File: src/rtl/core/tama_pkg.sv
`default_nettype none
// ----------------------------------------------------------------------------
// tama_pkg
// Shared constants and types for the three-axis moving-average filter.
// ----------------------------------------------------------------------------
package tama_pkg;

  localparam int TAPS         = 8;
  localparam int SAMPLE_WIDTH = 16;
  localparam int NAX          = 3;
  localparam int SUM_W        = SAMPLE_WIDTH + $clog2(TAPS) + 1;
  localparam int CNT_W        = $clog2(TAPS + 1);
  localparam int POS_W        = (TAPS > 1) ? $clog2(TAPS) : 1;
  localparam int STEP_W       = $clog2(SUM_W);

  typedef struct packed {
    logic                           restart;
    logic signed [SAMPLE_WIDTH-1:0] accel_x;
    logic signed [SAMPLE_WIDTH-1:0] accel_y;
    logic signed [SAMPLE_WIDTH-1:0] accel_z;
  } tama_in_t;

  typedef struct packed {
    logic signed [SAMPLE_WIDTH-1:0] avg_x;
    logic signed [SAMPLE_WIDTH-1:0] avg_y;
    logic signed [SAMPLE_WIDTH-1:0] avg_z;
  } tama_out_t;

  typedef struct packed {
    logic load;
    logic prep;
    logic step;
    logic ld_out;
  } tama_cmd_t;

  typedef struct packed {
    logic last_step;
  } tama_stat_t;

  typedef enum logic [3:0] {
    ST_IDLE = 4'b0001,
    ST_PREP = 4'b0010,
    ST_DIV  = 4'b0100,
    ST_DONE = 4'b1000
  } tama_state_t;

endpackage
`default_nettype wire

File: src/rtl/core/tama_ctrl.sv
`default_nettype none
// ----------------------------------------------------------------------------
// tama_ctrl
// Sequencer: update, divider setup, divide steps, result hand-off.
// ----------------------------------------------------------------------------
module tama_ctrl (
  input  wire logic                 clk,
  input  wire logic                 rst,
  input  wire logic                 sample_valid,
  output logic                      sample_stall,
  output logic                      avg_valid,
  input  wire logic                 avg_stall,
  output tama_pkg::tama_cmd_t       cmd,
  input  wire tama_pkg::tama_stat_t stat
);
  import tama_pkg::*;

  tama_state_t state, state_next;

  always_comb begin
    state_next = state;
    cmd        = '0;
    case (state)
      ST_IDLE: begin
        if (sample_valid) begin
          cmd.load   = 1'b1;
          state_next = ST_PREP;
        end
      end
      ST_PREP: begin
        cmd.prep   = 1'b1;
        state_next = ST_DIV;
      end
      ST_DIV: begin
        cmd.step = 1'b1;
        if (stat.last_step) begin
          state_next = ST_DONE;
        end
      end
      ST_DONE: begin
        if (!avg_valid || !avg_stall) begin
          cmd.ld_out = 1'b1;
          state_next = ST_IDLE;
        end
      end
      default: state_next = ST_IDLE;
    endcase
  end

  assign sample_stall = (state != ST_IDLE);

  always_ff @(posedge clk) begin
    if (rst) begin
      state     <= ST_IDLE;
      avg_valid <= 1'b0;
    end else begin
      state <= state_next;
      if (cmd.ld_out) begin
        avg_valid <= 1'b1;
      end else if (!avg_stall) begin
        avg_valid <= 1'b0;
      end
    end
  end

  a_load_then_prep: assert property (@(posedge clk) disable iff (rst)
    cmd.load |=> state == ST_PREP)
    else $error("load not followed by divider setup");

  a_valid_from_done: assert property (@(posedge clk) disable iff (rst)
    $rose(avg_valid) |-> $past(state == ST_DONE))
    else $error("result raised outside hand-off");

  a_div_ends: assert property (@(posedge clk) disable iff (rst)
    (state == ST_DIV) && stat.last_step |=> state == ST_DONE)
    else $error("divide did not end after last step");

endmodule
`default_nettype wire

File: src/rtl/core/tama_dp.sv
`default_nettype none
// ----------------------------------------------------------------------------
// tama_dp
// Sample rings, running sums, fill count and three bit-serial dividers.
// ----------------------------------------------------------------------------
module tama_dp (
  input  wire logic                clk,
  input  wire logic                rst,
  input  wire tama_pkg::tama_in_t  smp_in,
  input  wire tama_pkg::tama_cmd_t cmd,
  output tama_pkg::tama_stat_t     stat,
  output tama_pkg::tama_out_t      avg
);
  import tama_pkg::*;

  logic signed [SAMPLE_WIDTH-1:0] ring [NAX][TAPS];
  logic        [TAPS-1:0]         vld, vld_next;
  logic signed [SUM_W-1:0]        sum      [NAX];
  logic signed [SUM_W-1:0]        sum_next [NAX];
  logic        [CNT_W-1:0]        cnt, cnt_next;
  logic        [POS_W-1:0]        wpos, wpos_next;
  logic        [POS_W-1:0]        eff_pos;

  logic signed [SAMPLE_WIDTH-1:0] smp  [NAX];
  logic signed [SAMPLE_WIDTH-1:0] old  [NAX];
  logic signed [SUM_W-1:0]        base [NAX];

  logic [SUM_W-1:0]        q    [NAX];
  logic [CNT_W-1:0]        rem  [NAX];
  logic                    neg  [NAX];
  logic [CNT_W:0]          trial[NAX];
  logic [SAMPLE_WIDTH-1:0] res  [NAX];
  logic [STEP_W-1:0]       step;

  assign smp[0] = smp_in.accel_x;
  assign smp[1] = smp_in.accel_y;
  assign smp[2] = smp_in.accel_z;

  always_comb begin
    eff_pos = smp_in.restart ? '0 : wpos;
    for (int a = 0; a < NAX; a++) begin
      old[a]      = (smp_in.restart || !vld[eff_pos]) ? '0 : ring[a][eff_pos];
      base[a]     = smp_in.restart ? '0 : sum[a];
      sum_next[a] = base[a] - SUM_W'(old[a]) + SUM_W'(smp[a]);
    end
    vld_next  = (smp_in.restart ? '0 : vld) | (TAPS'(1) << eff_pos);
    if (smp_in.restart) begin
      cnt_next = CNT_W'(1);
    end else if (cnt < CNT_W'(TAPS)) begin
      cnt_next = cnt + CNT_W'(1);
    end else begin
      cnt_next = cnt;
    end
    wpos_next = (eff_pos == POS_W'(TAPS - 1)) ? '0 : eff_pos + POS_W'(1);
  end

  always_ff @(posedge clk) begin
    if (rst) begin
      vld  <= '0;
      cnt  <= '0;
      wpos <= '0;
      for (int a = 0; a < NAX; a++) begin
        sum[a] <= '0;
      end
    end else if (cmd.load) begin
      vld  <= vld_next;
      cnt  <= cnt_next;
      wpos <= wpos_next;
      for (int a = 0; a < NAX; a++) begin
        sum[a] <= sum_next[a];
      end
    end
  end

  always_ff @(posedge clk) begin
    if (cmd.load) begin
      for (int a = 0; a < NAX; a++) begin
        ring[a][eff_pos] <= smp[a];
      end
    end
  end

  // restoring divide of |sum| by fill count, one quotient bit per cycle
  always_comb begin
    for (int a = 0; a < NAX; a++) begin
      trial[a] = {rem[a], q[a][SUM_W-1]};
      res[a]   = neg[a] ? -q[a][SAMPLE_WIDTH-1:0] : q[a][SAMPLE_WIDTH-1:0];
    end
  end

  always_ff @(posedge clk) begin
    if (cmd.prep) begin
      step <= STEP_W'(SUM_W - 1);
      for (int a = 0; a < NAX; a++) begin
        neg[a] <= sum[a][SUM_W-1];
        q[a]   <= sum[a][SUM_W-1] ? -sum[a] : sum[a];
        rem[a] <= '0;
      end
    end else if (cmd.step) begin
      step <= step - STEP_W'(1);
      for (int a = 0; a < NAX; a++) begin
        if (trial[a] >= {1'b0, cnt}) begin
          rem[a] <= CNT_W'(trial[a] - {1'b0, cnt});
          q[a]   <= {q[a][SUM_W-2:0], 1'b1};
        end else begin
          rem[a] <= trial[a][CNT_W-1:0];
          q[a]   <= {q[a][SUM_W-2:0], 1'b0};
        end
      end
    end
  end

  assign stat.last_step = (step == '0);

  always_ff @(posedge clk) begin
    if (cmd.ld_out) begin
      avg.avg_x <= res[0];
      avg.avg_y <= res[1];
      avg.avg_z <= res[2];
    end
  end

  a_divisor_nonzero: assert property (@(posedge clk) disable iff (rst)
    cmd.prep |-> cnt != '0)
    else $error("divide started with zero fill count");

  a_count_capped: assert property (@(posedge clk) disable iff (rst)
    cnt <= CNT_W'(TAPS))
    else $error("fill count above tap count");

  a_restart_clears: assert property (@(posedge clk) disable iff (rst)
    cmd.load && smp_in.restart |=> cnt == CNT_W'(1) && vld == TAPS'(1))
    else $error("restart did not leave a single entry");

endmodule
`default_nettype wire

File: src/rtl/core/three_axis_moving_average.sv
`default_nettype none
// ----------------------------------------------------------------------------
// three_axis_moving_average
// Eight-tap boxcar average of X, Y and Z acceleration samples.
//
//   channel  handshake                    payload
//   sample   sample_valid / sample_stall  tama_in_t  (restart, accel_x/y/z)
//   avg      avg_valid / avg_stall        tama_out_t (avg_x/y/z)
//
// Each item goes through the ring and sum update, the divider load, SUM_W
// divide steps and the hand-off; the bit-serial dividers divide the sums of
// the 16-bit samples by the fill count. A new sample waits for the hand-off.
// The result register lets the next item start while a result waits.
// Reset empties the rings at once through per-entry valid bits.
// ----------------------------------------------------------------------------
module three_axis_moving_average (
  input  wire logic                clk,
  input  wire logic                rst,
  input  wire logic                sample_valid,
  output logic                     sample_stall,
  input  wire tama_pkg::tama_in_t  sample,
  output logic                     avg_valid,
  input  wire logic                avg_stall,
  output tama_pkg::tama_out_t      avg
);
  import tama_pkg::*;

  tama_cmd_t  cmd;
  tama_stat_t stat;

  tama_ctrl u_ctrl (
    .clk          (clk),
    .rst          (rst),
    .sample_valid (sample_valid),
    .sample_stall (sample_stall),
    .avg_valid    (avg_valid),
    .avg_stall    (avg_stall),
    .cmd          (cmd),
    .stat         (stat)
  );

  tama_dp u_dp (
    .clk    (clk),
    .rst    (rst),
    .smp_in (sample),
    .cmd    (cmd),
    .stat   (stat),
    .avg    (avg)
  );

endmodule
`default_nettype wire

File: config.mk
export PLATFORM = sky130hd
export DESIGN_NAME = three_axis_moving_average
export DESIGN_NICKNAME = d
export VERILOG_FILES = /design/src/rtl/core/tama_pkg.sv /design/src/rtl/core/tama_ctrl.sv /design/src/rtl/core/tama_dp.sv /design/src/rtl/core/three_axis_moving_average.sv
export SDC_FILE = /design/constraint.sdc
export NUM_CORES = 1
export LEC_CHECK = 0
export ABC_AREA = 1
export BUFFER_PORTS_ARGS = -buffer_cell sky130_fd_sc_hd__buf_2
export CELL_PAD_IN_SITES_DETAIL_PLACEMENT = 1
export CELL_PAD_IN_SITES_GLOBAL_PLACEMENT = 2
export CORE_ASPECT_RATIO = 1.2
export CORE_MARGIN = 2
export CORE_UTILIZATION = 37
export DETAILED_ROUTE_END_ITERATION = 8
export MAX_ROUTING_LAYER = met4
export PLACE_DENSITY_LB_ADDON = 0.08
export SLEW_MARGIN = 30
export SYNTH_ARGS = -nofsm -noshare
export SYNTH_HDL_FRONTEND = slang
export SYNTH_SLANG_ARGS = --single-unit
File: constraint.sdc
create_clock -name clk -period 11.12 [get_ports clk]
set_input_delay 2.224 -clock clk [delete_from_list [all_inputs] [get_ports clk]]
set_output_delay 2.224 -clock clk [all_outputs]
set_load 0.005 [all_outputs]
# Word-level counts from Yosys, hierarchy flattened
# Memory sizes are Yosys's and may differ from the RTL's.
# Cells that the tools add are included.
# W data, S select, Z words.
[totals]
register_bits = 73
ram_bits = 519
word_cells = 166
inputBits = 53
memories = 5
[op_classes]
bitwise = 17
n_shift = 1
n_eq_ne = 10
magnitude_cmp = 7
n_addsub = 18
reduce_logical = 10
mux = 89
[mem_list]
columns = ["name", "words", "word_bits", "rd", "rd_clocked_by_memory_dff", "write_ports", "line", "source"]
rows = [
  ["u_dp.ring", 3, 128, 3, 0, 3, "tama_dp.sv:16", "logic signed [SAMPLE_WIDTH-1:0] ring [NAX][TAPS];"],
  ["u_dp.q", 3, 20, 3, 0, 3, "tama_dp.sv:28", "logic [SUM_W-1:0] q [NAX];"],
  ["u_dp.sum", 3, 20, 3, 0, 3, "tama_dp.sv:18", "logic signed [SUM_W-1:0] sum [NAX];"],
  ["u_dp.rem", 3, 4, 3, 0, 3, "tama_dp.sv:29", "logic [CNT_W-1:0] rem [NAX];"],
  ["u_dp.neg", 3, 1, 3, 0, 3, "tama_dp.sv:30", "logic neg [NAX];"],
]
[op_table]
columns = ["cell", "n"]
rows = [
  ["$mux W20", 15],
  ["$mux W16", 13],
  ["$bmux W16 S3", 3],
  ["$mux W128", 1],
  ["$add A20 B16 Y20", 3],
  ["$neg A20 Y20", 3],
  ["$sub A20 B16 Y20", 3],
  ["$demux W16 S3", 1],
  ["$neg A16 Y16", 3],
  ["$mux W4", 11],
  ["$mux W1", 40],
  ["$pmux W4 S4", 1],
  ["$ge A5 B4 Y1", 3],
  ["$or A1 B1 Y1", 15],
  ["$sub A4 B4 Y4", 3],
  ["$mux W8", 1],
  ["$or A8 B8 Y8", 1],
  ["$shl A1 B3 Y8 const A", 1],
  ["$mux W3", 2],
  ["$logic_not A5 Y1", 1],
  ["$sub A5 B1 Y5 const B", 1],
  ["$add A4 B1 Y4 const B", 1],
  ["$eq A4 B1 Y1 const B", 1],
  ["$eq A4 B2 Y1 const B", 1],
  ["19 further kinds", 24],
]

# Logic depth before layout (Yosys ltp)
# Gate-level depths: netlist (run 1).
[logic_depth]
depth_word = 9
ltp_mapped = 25
mapped_depth_nobuf = 23

# By module
# From an unflattened synthesis (run 1), not the netlist that was laid out.
[unflattened]
hier_cells = 3102
area_unflattened_um2 = 30696.9
[by_module_without_submodules]
columns = ["mod", "seq_area_each_um2", "n_inst", "cells_per_inst", "area_per_inst_um2"]
rows = [
  ["tama_dp", 17416.7, 1, 3062, 30448.0],
  ["tama_ctrl", 100.1, 1, 40, 249.0],
]

# Worst setup path after synthesis (run 1)
# No wires, ideal clock.
[synth_timing]
path_type = "input-to-reg"
startpoint = "input port sample[48] (netlist bit)"
endpoint = "memory u_dp.ring[0][160] (netlist bit), enable pin"
slack_ps = 4626
path_stages = 4
t_arrival_ps = 5982
path_buffers = 1
path_cell_list = "buf_4 > nor2_4 > nand2_2 > nor3_1"
[synth_lines]
columns = ["item", "line", "source"]
rows = [
  ["start: declaration", "three_axis_moving_average.sv:21", "input wire tama_pkg::tama_in_t sample,"],
  ["end: declaration", "tama_dp.sv:16", ""],
]

==> implementation parameters, run 1 <==
Parameter                              Value

Clocking
  Post-CTS Setup Inserts    0
  Sinks on Clock Net    592
  Num CTS Buffers    67
  Hold-fix buffer count after cts    0
  CTS H-Tree Depth    3
  Clock transition at the registers of the reported paths    0.07 ns
  Clock latency at the later pin of the worst-skew pair    0.62 ns
  Number of buffers on the longest clock path    3
  Number of gates resized after CTS    0
  Cell at the root of the clock tree    clkbuf_16
  CTS tree    built

Critical path
  Critical path's most frequent cell    nor2_1
  Critical-path maximum fanout    60
  Slowest cell delay on critical path    0.57 ns
  Nature of the critical path endpoint    flop
  Setup slack of the most critical reg-to-reg path    5.76 ns
  Startpoint Class    primary input
  Bufs and invs on worst path    4
  Levels on crit path    19
  Family with the most delay on the worst path    simple AND/OR/NAND/NOR gates
  Data arrival at the endpoint of the critical path    7.28 ns
  Timing endpoint of the critical path    u_dp.sum[0][36]
  Critical Path RT    11.49 ns
  Ordered list of cells on the worst path    buf_2, inv_4, nand2_4, nor2_2, nand2_2, buf_4, nor2_1, nor2_1, nand3b_4, nor2_1, ha_1, inv_1, ha_1, fa_1, a21oi_1, o21ai_0, nand2_1, a21oi_1, nor2_1
  End of the worst register-to-register path    u_dp.sum[0][32]
  Origin of the worst setup path    sample[48]
  Reg2Reg Launch Point    u_dp.wpos[0]
  Max stage delay cell, worst path    o21ai_0
  Cells on worst reg2reg path    17
  Category of the most critical setup path    in -> reg

Synthesis
  Netlist cell types    45
  Fraction of registers with async set or reset after synthesis    0%
  Count of state elements after synthesis    592
  Part of the Yosys area used for sequential elements    57.46%
  Post-Synthesis Mean Instance Area    9.824 um^2
  Number of synthesized flops with an enable pin    566
  Gate count after technology mapping    3103
  Most used flip-flop cell after synthesis    edfxtp_1
  Area of the mapped netlist    30480 um^2
  Net Count, Synth    3305
  Yosys warnings    0

Die
  Placement row count    115
  Die boundary width    266.0 um
  Vert. Die Dim    318.4 um
  Floorplan core area    81730 um^2
  Area of the die    84710 um^2
  Count of boundary I/O pins    103
  Initial Util    37.30%

Drt
  Post-route ant nets    0
  Starting DRT DRC Count    1188
  Via count    22140
  Met1 WL    41770 um
  1st-pass router iterations    5
  Total length of routed met2 wires    41640 um
  Vias per inst    5.131
  Wire length on met3    3625 um
  Number of DRC violations after detailed routing    0
  Mean routed wirelength per cell    20.60 um
  Uppermost signal routing layer after detailed routing    met4
  Aggregate routed wire length    88880 um

STA
  Worst slew margin    40.40%
  Worst Skew    0.01652 ns
  Sum Neg Setup Slack    0 ns
  Minimum clock period after layout    6.907 ns
  Final Cycle Share    62.12%
  RSZ-0062 raised after global routing    no
  Setup Viol. Count Final    0
  Worst-Margin Slew    0.8919 ns
  Final count of pins violating max slew    0
  Fmax    144.8 MHz
  Hold Violations, Final    0

Power and ir drop
  VDD IR-drop max    0.1249 mV
  Clock group share of total power    35.6%
  Combinational power share    20.3%
  Power Dens Cells    174.4 nW/um^2
  Net switching power of the design    1.830 mW
  Switching Fraction    30.61%
  Sequential share of power    44.1%
  P_int    4.149 mW
  Leak    13.65 nW

Hold path
  Tightest Hold Check Type    reg -> reg
  Start point of the worst hold path    u_dp.step[2]

Place
  Inst Count DP    4192
  Placed wire-length estimate    61330 um
  Global placer's final weighted congestion    0.8599
  Count of input and output buffers    102

GRT
  Global-route wire length before repair    137400 um
  Overflow left after global routing    0
  Largest net degree at the start of global routing    71
  Number of global-route vias before repair    23400
  Number of antenna violations at the first check in global routing    6
  Global Route Usage Sum    21.75%

Job
  Number of violations of the max-capacitance limit    0

Layout
  Synth-to-Final Area Change    12.44%
  Final net count    3410
  Most common cell after layout, fill and taps aside    nand2_1
  Register area    17520 um^2
  Non-filler instance count after layout    4315
  Count of filler cells inserted in the layout    9228
  Post-layout utilization of the core    41.94%
  Footprint of the multi-input gates    11090 um^2
  Fraction of final layout cells sized beyond drive strength 1    7.952%
  Commonest cells after routing, fill and taps aside    nand2_1 (655), edfxtp_1 (566), inv_1 (398), nor2_1 (391), nand3_1 (178)

Run status
  Run status    finished, final reports clean
-- worst min-delay path by stage --
stage | end | slack, ns | depth (start not counted)
final | u_dp.step[2] | 0.46 | 2
after global routing | u_dp.avg[32] | 0.49 | 0
after CTS | u_dp.step[2] | 0.46 | 2
after detailed placement | u_dp.step[2] | 0.45 | 2
after global placement | u_dp.avg[32] | 0.44 | 0
after floorplan | u_dp.neg[0][0] | 0.42 | 0
-- registers in the layout (all words and copies together), names as in the netlist --
register,cells
u_dp.cnt,4
u_dp.vld,8
u_dp.q,60
u_dp.ring,384
u_ctrl.avg_valid,1
u_ctrl.state,4
u_dp.avg,48
u_dp.wpos,3
u_dp.step,5
u_dp.neg,3
u_dp.sum,60
u_dp.rem,12
-- metal layers --
layer  global-route usage (%)  up-vias
li1                         -    10680
met5                        -        -
met3                    3.116      121
met4                    5.630        0
met2                    34.80      373
met1                    29.07    10970
-- per-stage QoR --
stage | hold slack (ns) | area (um^2) | setup slack, ns | power [mW]
after global placement | 0.4424 | 32140 | 3.624 | 3.871
final | 0.4586 | 34280 | 4.213 | 5.979
after detailed placement | 0.4515 | 32200 | 3.532 | 3.903
after floorplan | 0.4244 | 30480 | 4.626 | 3.496
after CTS | 0.4602 | 34270 | 4.186 | 6.058
after global routing | 0.4892 | 34280 | 3.793 | 6.317
-- cell usage after synthesis (2+ instances only) --
cell	number	area share, %
nor2_2	5	0.10
a31oi_1	4	0.082
inv_2	4	0.049
o21bai_1	10	0.25
nor2_4	2	0.074
or2_2	7	0.14
clkbuf_1	38	0.47
dfxtp_1	26	1.7
and2_1	7	0.14
o21a_1	9	0.22
clkinv_1	3	0.037
o211ai_1	17	0.42
o22ai_1	109	2.2
nand4_1	25	0.51
edfxtp_1	566	56
nand2_2	3	0.062
buf_2	36	0.59
nor3_1	24	0.39
a21oi_1	137	2.2
xnor2_1	17	0.49
xor2_1	42	1.2
nand2_1	661	8.1
o21ai_0	149	2.4
nand3b_1	29	0.71
inv_1	399	4.9
nor4_1	8	0.16
o31ai_1	5	0.12
fa_1	60	3.9
ha_1	89	3.7
buf_4	16	0.39
nor2_1	400	4.9
a32o_1	2	0.066
buf_1	2	0.025
nand3_1	178	2.9
a21o_1	4	0.099
-- worst reg2reg max path, stage by stage, from the launching register on --
cell	delay, ns
dfxtp_1	0.53
inv_2	0.18
nor2_4	0.10
buf_4	0.40
nand2_4	0.55
o22ai_1	0.43
nand3b_4	0.58
nor2_1	0.19
ha_1	0.31
inv_1	0.04
ha_1	0.26
fa_1	0.51
a21oi_1	0.36
o21ai_0	0.32
nand2_1	0.14
nand2_1	0.07
nor2_1	0.10
nor2_1	0.05
-- power groups by stage --
stage | sequential (mW) | combinational (mW) | clock (mW)
floorplan | 2.64 | 0.855 | 0
global placement | 2.68 | 1.19 | 0
detailed placement | 2.68 | 1.22 | 0
CTS | 2.64 | 1.23 | 2.19
global route | 2.65 | 1.40 | 2.27
finish | 2.64 | 1.21 | 2.13
-- cells by family after synthesis --
group / Yosys count / share of synthesized area [%]
AND/OR/NAND/NOR: 1354 / 18.46
flip-flops: 592 / 57.46
buffers and inverters: 499 / 6.497
AO/OA/AOI/OAI: 450 / 8.291
adder cells (fa/ha/maj): 149 / 7.593
XOR/XNOR: 59 / 1.695
-- layout make-up --
type                       instances  area share, %
clock inverter                    30         0.7848
multi-input combinational       2012          32.35
antenna                            5        0.03650
inverter                         407          4.464
sequential                       592          51.10
tap                             1053          3.844
timing repair buffer             128          2.175
clock buffer                      88          5.242
Power figures use the tool's default switching activity.
==> run 2: changes to the inputs <==
- clock period: 11.12 -> 6.7 ns (I/O delays scaled with it)
==> run 2 against run 1 <==
Clock-buffer cell count decreased by 4. Routed wire length shrank 0.65%. Clock power is 71% higher. Sequential share of layout area is 0.25 points lower. Final cell count grew 0.30%. Global-route usage about the same. Critical path depth did not move. Die area is the same. Sequential power is 66% higher. Register-to-register slack worse by 3.8 ns.
==> implementation parameters, run 2 (synthesized netlist as in run 1, its figures left out) <==
Parameter                              Value

Run status
  Run status    finished, final reports clean (unchanged)

STA
  Final count of pins violating max slew    0 (unchanged)
  Worst-Margin Slew    0.9616 ns (was 0.8919 ns)
  Worst Skew    0.02897 ns (was 0.01652 ns)
  Hold Violations, Final    0 (unchanged)
  Final Cycle Share    75.75%
  Sum Neg Setup Slack    0 ns (unchanged)
  Worst slew margin    35.74% (was 40.40%)
  Post-Route Hold Slack    0.4619 ns (was 0.4586 ns)
  Setup Viol. Count Final    0 (unchanged)
  RSZ-0062 raised after global routing    no (unchanged)
  Fmax    197.0 MHz
  Minimum clock period after layout    5.075 ns

Clocking
  Number of buffers on the longest clock path    3 (unchanged)
  Number of gates resized after CTS    0 (unchanged)
  CTS tree    built (unchanged)
  Num CTS Buffers    69 (was 67)
  Clock transition at the registers of the reported paths    0.06 ns (was 0.07 ns)
  Hold-fix buffer count after cts    0 (unchanged)
  Sinks on Clock Net    592 (unchanged)
  Post-CTS Setup Inserts    0 (unchanged)
  Clock latency at the later pin of the worst-skew pair    0.62 ns (about the same)
  CTS H-Tree Depth    3 (unchanged)
  Cell at the root of the clock tree    clkbuf_16 (unchanged)

Layout
  Synth-to-Final Area Change    12.99% (was 12.44%)
  Fraction of final layout cells sized beyond drive strength 1    8.443% (was 7.952%)
  Non-filler instance count after layout    4328 (was 4315)
  Register area    17520 um^2 (unchanged)
  Final net count    3423 (was 3410)
  Commonest cells after routing, fill and taps aside    nand2_1 (655), edfxtp_1 (566), inv_1 (398), nor2_1 (391), nand3_1 (178) (unchanged)
  Footprint of the multi-input gates    11080 um^2 (was 11090 um^2)
  Reg with most FFs    u_dp.ring (unchanged)
  Registers with the most flip-flops    u_dp.ring x384, u_dp.q x60, u_dp.sum x60 (unchanged)
  Flip-flop count of the largest register, all copies and words added    384 (unchanged)
  Count of filler cells inserted in the layout    9157 (was 9228)
  Most common cell after layout, fill and taps aside    nand2_1 (unchanged)

Drt
  Number of DRC violations after detailed routing    0 (unchanged)
  Aggregate routed wire length    88300 um (was 88880 um)
  Vias per inst    5.112 (was 5.131)
  Via count    22120 (was 22140)
  1st-pass router iterations    7 (was 5)
  Post-route ant nets    0 (unchanged)
  Starting DRT DRC Count    1294 (was 1188)
  Mean routed wirelength per cell    20.40 um (was 20.60 um)

Place
  Inst Count DP    4203 (was 4192)
  Global placer's final weighted congestion    0.8389 (was 0.8599)
  Placed wire-length estimate    62000 um (was 61330 um)
  Count of input and output buffers    102 (unchanged)

Die
  Vert. Die Dim    318.4 um (unchanged)
  Area of the die    84710 um^2 (unchanged)
  Die boundary width    266.0 um (unchanged)
  Count of boundary I/O pins    103 (unchanged)
  Placement row count    115 (unchanged)
  Floorplan core area    81730 um^2 (unchanged)
  Initial Util    37.30% (unchanged)

Power and ir drop
  Leak    13.77 nW (was 13.65 nW)
  Power Dens Cells    291.1 nW/um^2 (was 174.4 nW/um^2)
  VDD IR-drop max    0.1947 mV (was 0.1249 mV)
  Net switching power of the design    3.040 mW (was 1.830 mW)
  Combinational power share    20.1% (was 20.3%)
  P_int    6.986 mW (was 4.149 mW)
  Sequential share of power    43.6% (was 44.1%)
  Clock group share of total power    36.3% (was 35.6%)
  Switching Fraction    30.32% (was 30.61%)

Critical path
  Critical-path maximum fanout    20 (was 60)
  Category of the most critical setup path    in -> reg (unchanged)
  Nature of the critical path endpoint    flop (unchanged)
  Ordered list of cells on the worst path    buf_2, nor2_4, nand2_2, inv_2, buf_4, o21ai_0, a21oi_1, nor3_1, nand2_1, nor2_1, fa_1, inv_1, fa_1, a21oi_1, o21ai_0, nand2_1, nand2_1, nor2_1, nor2_1 (was buf_2, inv_4, nand2_4, nor2_2, nand2_2, buf_4, nor2_1, nor2_1, nand3b_4, nor2_1, ha_1, inv_1, ha_1, fa_1, a21oi_1, o21ai_0, nand2_1, a21oi_1, nor2_1)
  Slowest cell delay on critical path    0.52 ns (was 0.57 ns)
  Data arrival at the endpoint of the critical path    5.44 ns (was 7.28 ns)
  Cells on worst reg2reg path    17 (unchanged)
  Critical Path RT    7.06 ns (was 11.49 ns)
  Startpoint Class    primary input (unchanged)
  Max stage delay cell, worst path    fa_1 (was o21ai_0)

Job
  Number of violations of the max-capacitance limit    0 (unchanged)

GRT
  Largest net degree at the start of global routing    74 (was 71)
  Global-route wire length before repair    138400 um (was 137400 um)
  Number of antenna violations at the first check in global routing    7 (was 6)
  Overflow left after global routing    0 (unchanged)
  Number of global-route vias before repair    23500 (was 23400)
  Global Route Usage Sum    21.80% (was 21.75%)

Hold path
  Count of cells along the worst hold path    2 (unchanged)
  Tightest Hold Check Type    reg -> reg (unchanged)
==> run 2: changes by cell type in the layout (fill, tap and decap cells not counted), sizes merged <==
cell | before | now
clkinv | 24 | 30
clkinvlp | 4 | 1
diode | 5 | 6
clkbuf | 88 | 84
bufinv | 3 | 5
buf | 128 | 139
==> run 2: path summary, 6_finish.rpt <==
kind / start / endpoint / slack, ns
worst max-delay path: sample[48] / u_dp.sum[0][56] / 1.62
worst min-delay path: u_dp.step[2] / u_dp.step[2] / 0.46
worst max register to register: u_dp.wpos[0] / u_dp.sum[0][16] / 2.01
worst min register to register: u_dp.step[2] / u_dp.step[2] / 0.46
==> run 2: final cells by class <==
class	instances	area share [%]
well taps	1053	3.825
clock buffers	84	5.234
multi-input cells	2012	32.18
inverters	407	4.443
clock inverters	35	0.9880
diodes	6	0.04359
repair buffers	139	2.430
flip-flops and latches	592	50.86
==> run 2: worst max-delay path: cells and delay by family <==
family / cells / cell delay [ns]
adder cells (fa/ha/maj): 2 / 1.03
buffers and inverters: 4 / 1.05
AO/OA/AOI/OAI: 4 / 0.86
AND/OR/NAND/NOR: 9 / 1.12
==> run 2: power groups by stage <==
stage / Clock, mW / Sequential [mW] / Combinational [mW]
final: 3.64 / 4.37 / 2.01
after global placement: 0 / 4.45 / 1.98
after CTS: 3.74 / 4.37 / 2.03
after global routing: 3.86 / 4.39 / 2.32
after floorplan: 0 / 4.38 / 1.42
after detailed placement: 0 / 4.45 / 2.02
==> run 2: per-layer routing <==
| metal | vias up | share of wire [%] | track usage [%] |
|---|---|---|---|
| li1 | 10710 | - | - |
| met3 | 105 | 4.0 | 2.536 |
| met1 | 10910 | 48 | 29.57 |
| met5 | - | 0 | - |
| met4 | 0 | 1.8 | 5.456 |
| met2 | 404 | 47 | 34.91 |
==> run 2: per-stage QoR <==
| step | util, % | setup WS [ns] | total power, mW | instance area, um^2 |
|---|---|---|---|---|
| finish | 42.14 | 1.625 | 10.03 | 34440 |
| global route | 42.14 | 1.227 | 10.57 | 34440 |
| CTS | 42.12 | 1.631 | 10.15 | 34430 |
| detailed placement | 39.50 | 1.002 | 6.472 | 32280 |
| global placement | 39.47 | 1.007 | 6.426 | 32250 |
| floorplan | - | 1.090 | 5.803 | 30480 |
==> run 3: changes to the inputs <==
- clock period: 6.7 -> 4.86 ns (I/O delays scaled with it)
==> run 3 against run 2 <==
Critical path depth unchanged. Hold slack got worse by 0.0069 ns. Final area increased by 1.2%. First-iteration DRC count decreased by 4.2%. Die area unchanged. Final cell count increased by 0.79%. Largest power group unchanged.
==> implementation parameters, run 3 (synthesized netlist as in run 1, its figures left out) <==
Parameter                              Value

GRT
  Number of global-route vias before repair    23500 (about the same)
  Overflow left after global routing    0 (unchanged)
  Global-route wire length before repair    139500 um (was 138400 um)
  Number of antenna violations at the first check in global routing    5 (was 7)
  Largest net degree at the start of global routing    55 (was 74)
  Global Route Usage Sum    21.96% (was 21.80%)

Layout
  Registers with the most flip-flops    u_dp.ring x384, u_dp.q x60, u_dp.sum x60 (unchanged)
  Non-filler instance count after layout    4362 (was 4328)
  Flip-flop count of the largest register, all copies and words added    384 (unchanged)
  Fraction of final layout cells sized beyond drive strength 1    9.383% (was 8.443%)
  Footprint of the multi-input gates    11080 um^2 (unchanged)
  Post-layout utilization of the core    42.65% (was 42.14%)
  Reg with most FFs    u_dp.ring (unchanged)
  Count of filler cells inserted in the layout    9195 (was 9157)
  Register area    17520 um^2 (unchanged)
  Final net count    3456 (was 3423)
  Most common cell after layout, fill and taps aside    nand2_1 (unchanged)
  Synth-to-Final Area Change    14.33% (was 12.99%)
  Commonest cells after routing, fill and taps aside    nand2_1 (655), edfxtp_1 (566), inv_1 (398), nor2_1 (391), nand3_1 (178) (unchanged)

Power and ir drop
  Leak    13.98 nW (was 13.77 nW)
  Power Dens Cells    398.3 nW/um^2 (was 291.1 nW/um^2)
  Total power consumption of the routed design    13.88 mW (was 10.03 mW)
  VDD IR-drop max    0.3298 mV (was 0.1947 mV)

Critical path
  Setup slack of the most critical reg-to-reg path    0.73 ns (was 2.01 ns)
  Critical-path maximum fanout    50 (was 20)
  Data arrival at the endpoint of the critical path    4.49 ns (was 5.44 ns)
  Cells on worst reg2reg path    19 (was 17)
  Category of the most critical setup path    reg -> reg (was in -> reg)
  Nature of the critical path endpoint    flop (unchanged)
  Origin of the worst setup path    u_dp.wpos[0] (was sample[48])
  End of the worst register-to-register path    u_dp.sum[0][56] (was u_dp.sum[0][16])
  Reg2Reg Launch Point    u_dp.wpos[0] (unchanged)
  Startpoint Class    flop (was primary input)
  Critical Path RT    5.22 ns (was 7.06 ns)

Clocking
  Number of buffers on the longest clock path    3 (unchanged)
  Hold-fix buffer count after cts    0 (unchanged)
  Clock latency at the later pin of the worst-skew pair    0.61 ns (was 0.62 ns)
  CTS H-Tree Depth    3 (unchanged)
  Clock transition at the registers of the reported paths    0.06 ns (about the same)
  Sinks on Clock Net    592 (unchanged)
  Num CTS Buffers    66 (was 69)
  Post-CTS Setup Inserts    0 (unchanged)
  Cell at the root of the clock tree    clkbuf_16 (unchanged)
  CTS tree    built (unchanged)
  Number of gates resized after CTS    0 (unchanged)

Drt
  Vias per inst    5.112 (about the same)
  Mean routed wirelength per cell    20.49 um (was 20.40 um)
  Post-route ant nets    0 (unchanged)
  Aggregate routed wire length    89390 um (was 88300 um)
  Number of DRC violations after detailed routing    0 (unchanged)
  Starting DRT DRC Count    1240 (was 1294)
  1st-pass router iterations    5 (was 7)
  Via count    22300 (was 22120)

Place
  Placed wire-length estimate    63430 um (was 62000 um)
  Global placer's final weighted congestion    0.8161 (was 0.8389)
  Inst Count DP    4239 (was 4203)
  Count of input and output buffers    102 (unchanged)
  Post-place setup slack    0.08658 ns (was 1.002 ns)

STA
  Final count of pins violating max slew    0 (unchanged)
  RSZ-0062 raised after global routing    no (unchanged)
  Hold Violations, Final    0 (unchanged)
  Worst Skew    0.02180 ns (was 0.02897 ns)
  Post-route worst setup slack    0.7288 ns (was 1.625 ns)
  Post-Route Hold Slack    0.4550 ns (was 0.4619 ns)
  Setup Viol. Count Final    0 (unchanged)
  Final Cycle Share    85.00%
  Minimum clock period after layout    4.131 ns
  Worst-Margin Slew    0.9413 ns (was 0.9616 ns)
  Worst slew margin    37.25% (was 35.74%)
  Fmax    242.1 MHz

Run status
  Run status    finished, final reports clean (unchanged)

Job
  Number of violations of the max-capacitance limit    0 (unchanged)

Die
  Initial Util    37.30% (unchanged)
  Vert. Die Dim    318.4 um (unchanged)
  Placement row count    115 (unchanged)
  Area of the die    84710 um^2 (unchanged)
  Count of boundary I/O pins    103 (unchanged)
  Floorplan core area    81730 um^2 (unchanged)
  Die boundary width    266.0 um (unchanged)

Hold path
  Tightest Hold Check Type    reg -> reg (unchanged)
  Start point of the worst hold path    u_dp.q[0][0] (was u_dp.step[2])
  Count of cells along the worst hold path    0 (was 2)
  End of the worst hold path    u_dp.avg[32] (was u_dp.step[2])
## run 3: worst max path at each step
stage	to	slack (ns)	cells past startpoint
floorplan	u_dp.ring[0][160]	-0.38	4
global placement	u_dp.sum[0][16]	0.19	19
detailed placement	u_dp.sum[0][54]	0.09	19
CTS	u_dp.sum[0][16]	0.75	17
global route	u_dp.sum[0][52]	0.41	19
finish	u_dp.sum[0][56]	0.73	19
## run 3: area by class of cell
type / count / area share, %
timing repair buffer: 175 / 3.611
multi-input combinational: 2012 / 31.80
antenna: 5 / 0.03590
sequential: 592 / 50.26
clock inverter: 27 / 0.8077
tap: 1053 / 3.780
clock buffer: 91 / 5.309
inverter: 407 / 4.394
## run 3: report_power, final
group,internal [mW],switching (mW)
Sequential,5.84,0.195
Combinational,0.961,1.90
Clock,2.89,2.10
## run 3: worst max-delay path: stages, from the launching register on
cell,delay (ns)
dfxtp_1,0.54
inv_2,0.18
nor2_4,0.19
buf_12,0.28
nand2_1,0.08
nand3_1,0.11
a21bo_1,0.21
nor2_1,0.15
nand2_1,0.11
fa_1,0.49
ha_1,0.43
nand2_1,0.10
inv_1,0.10
nand3_1,0.08
o21ai_0,0.44
nand2_1,0.10
nand2_1,0.10
nand2_1,0.06
nand2_1,0.06
nor2_1,0.04
## run 3: metal layers
layer / GRT usage (%) / share of wire (%) / up-vias
met3: 2.637 / 3.9 / 99
met5: - / 0 / -
met4: 4.981 / 1.6 / 0
li1: - / - / 10790
met2: 35.23 / 47 / 376
met1: 29.91 / 47 / 11040
## run 3: stage by stage
stage          setup TNS, ns  cell area [um^2]
2_1_floorplan         -36.71             30480
3_3_place_gp               0             32710
3_5_place_dp               0             32710
4_1_cts                    0             34840
5_1_grt                    0             34850
6_report                   0             34850
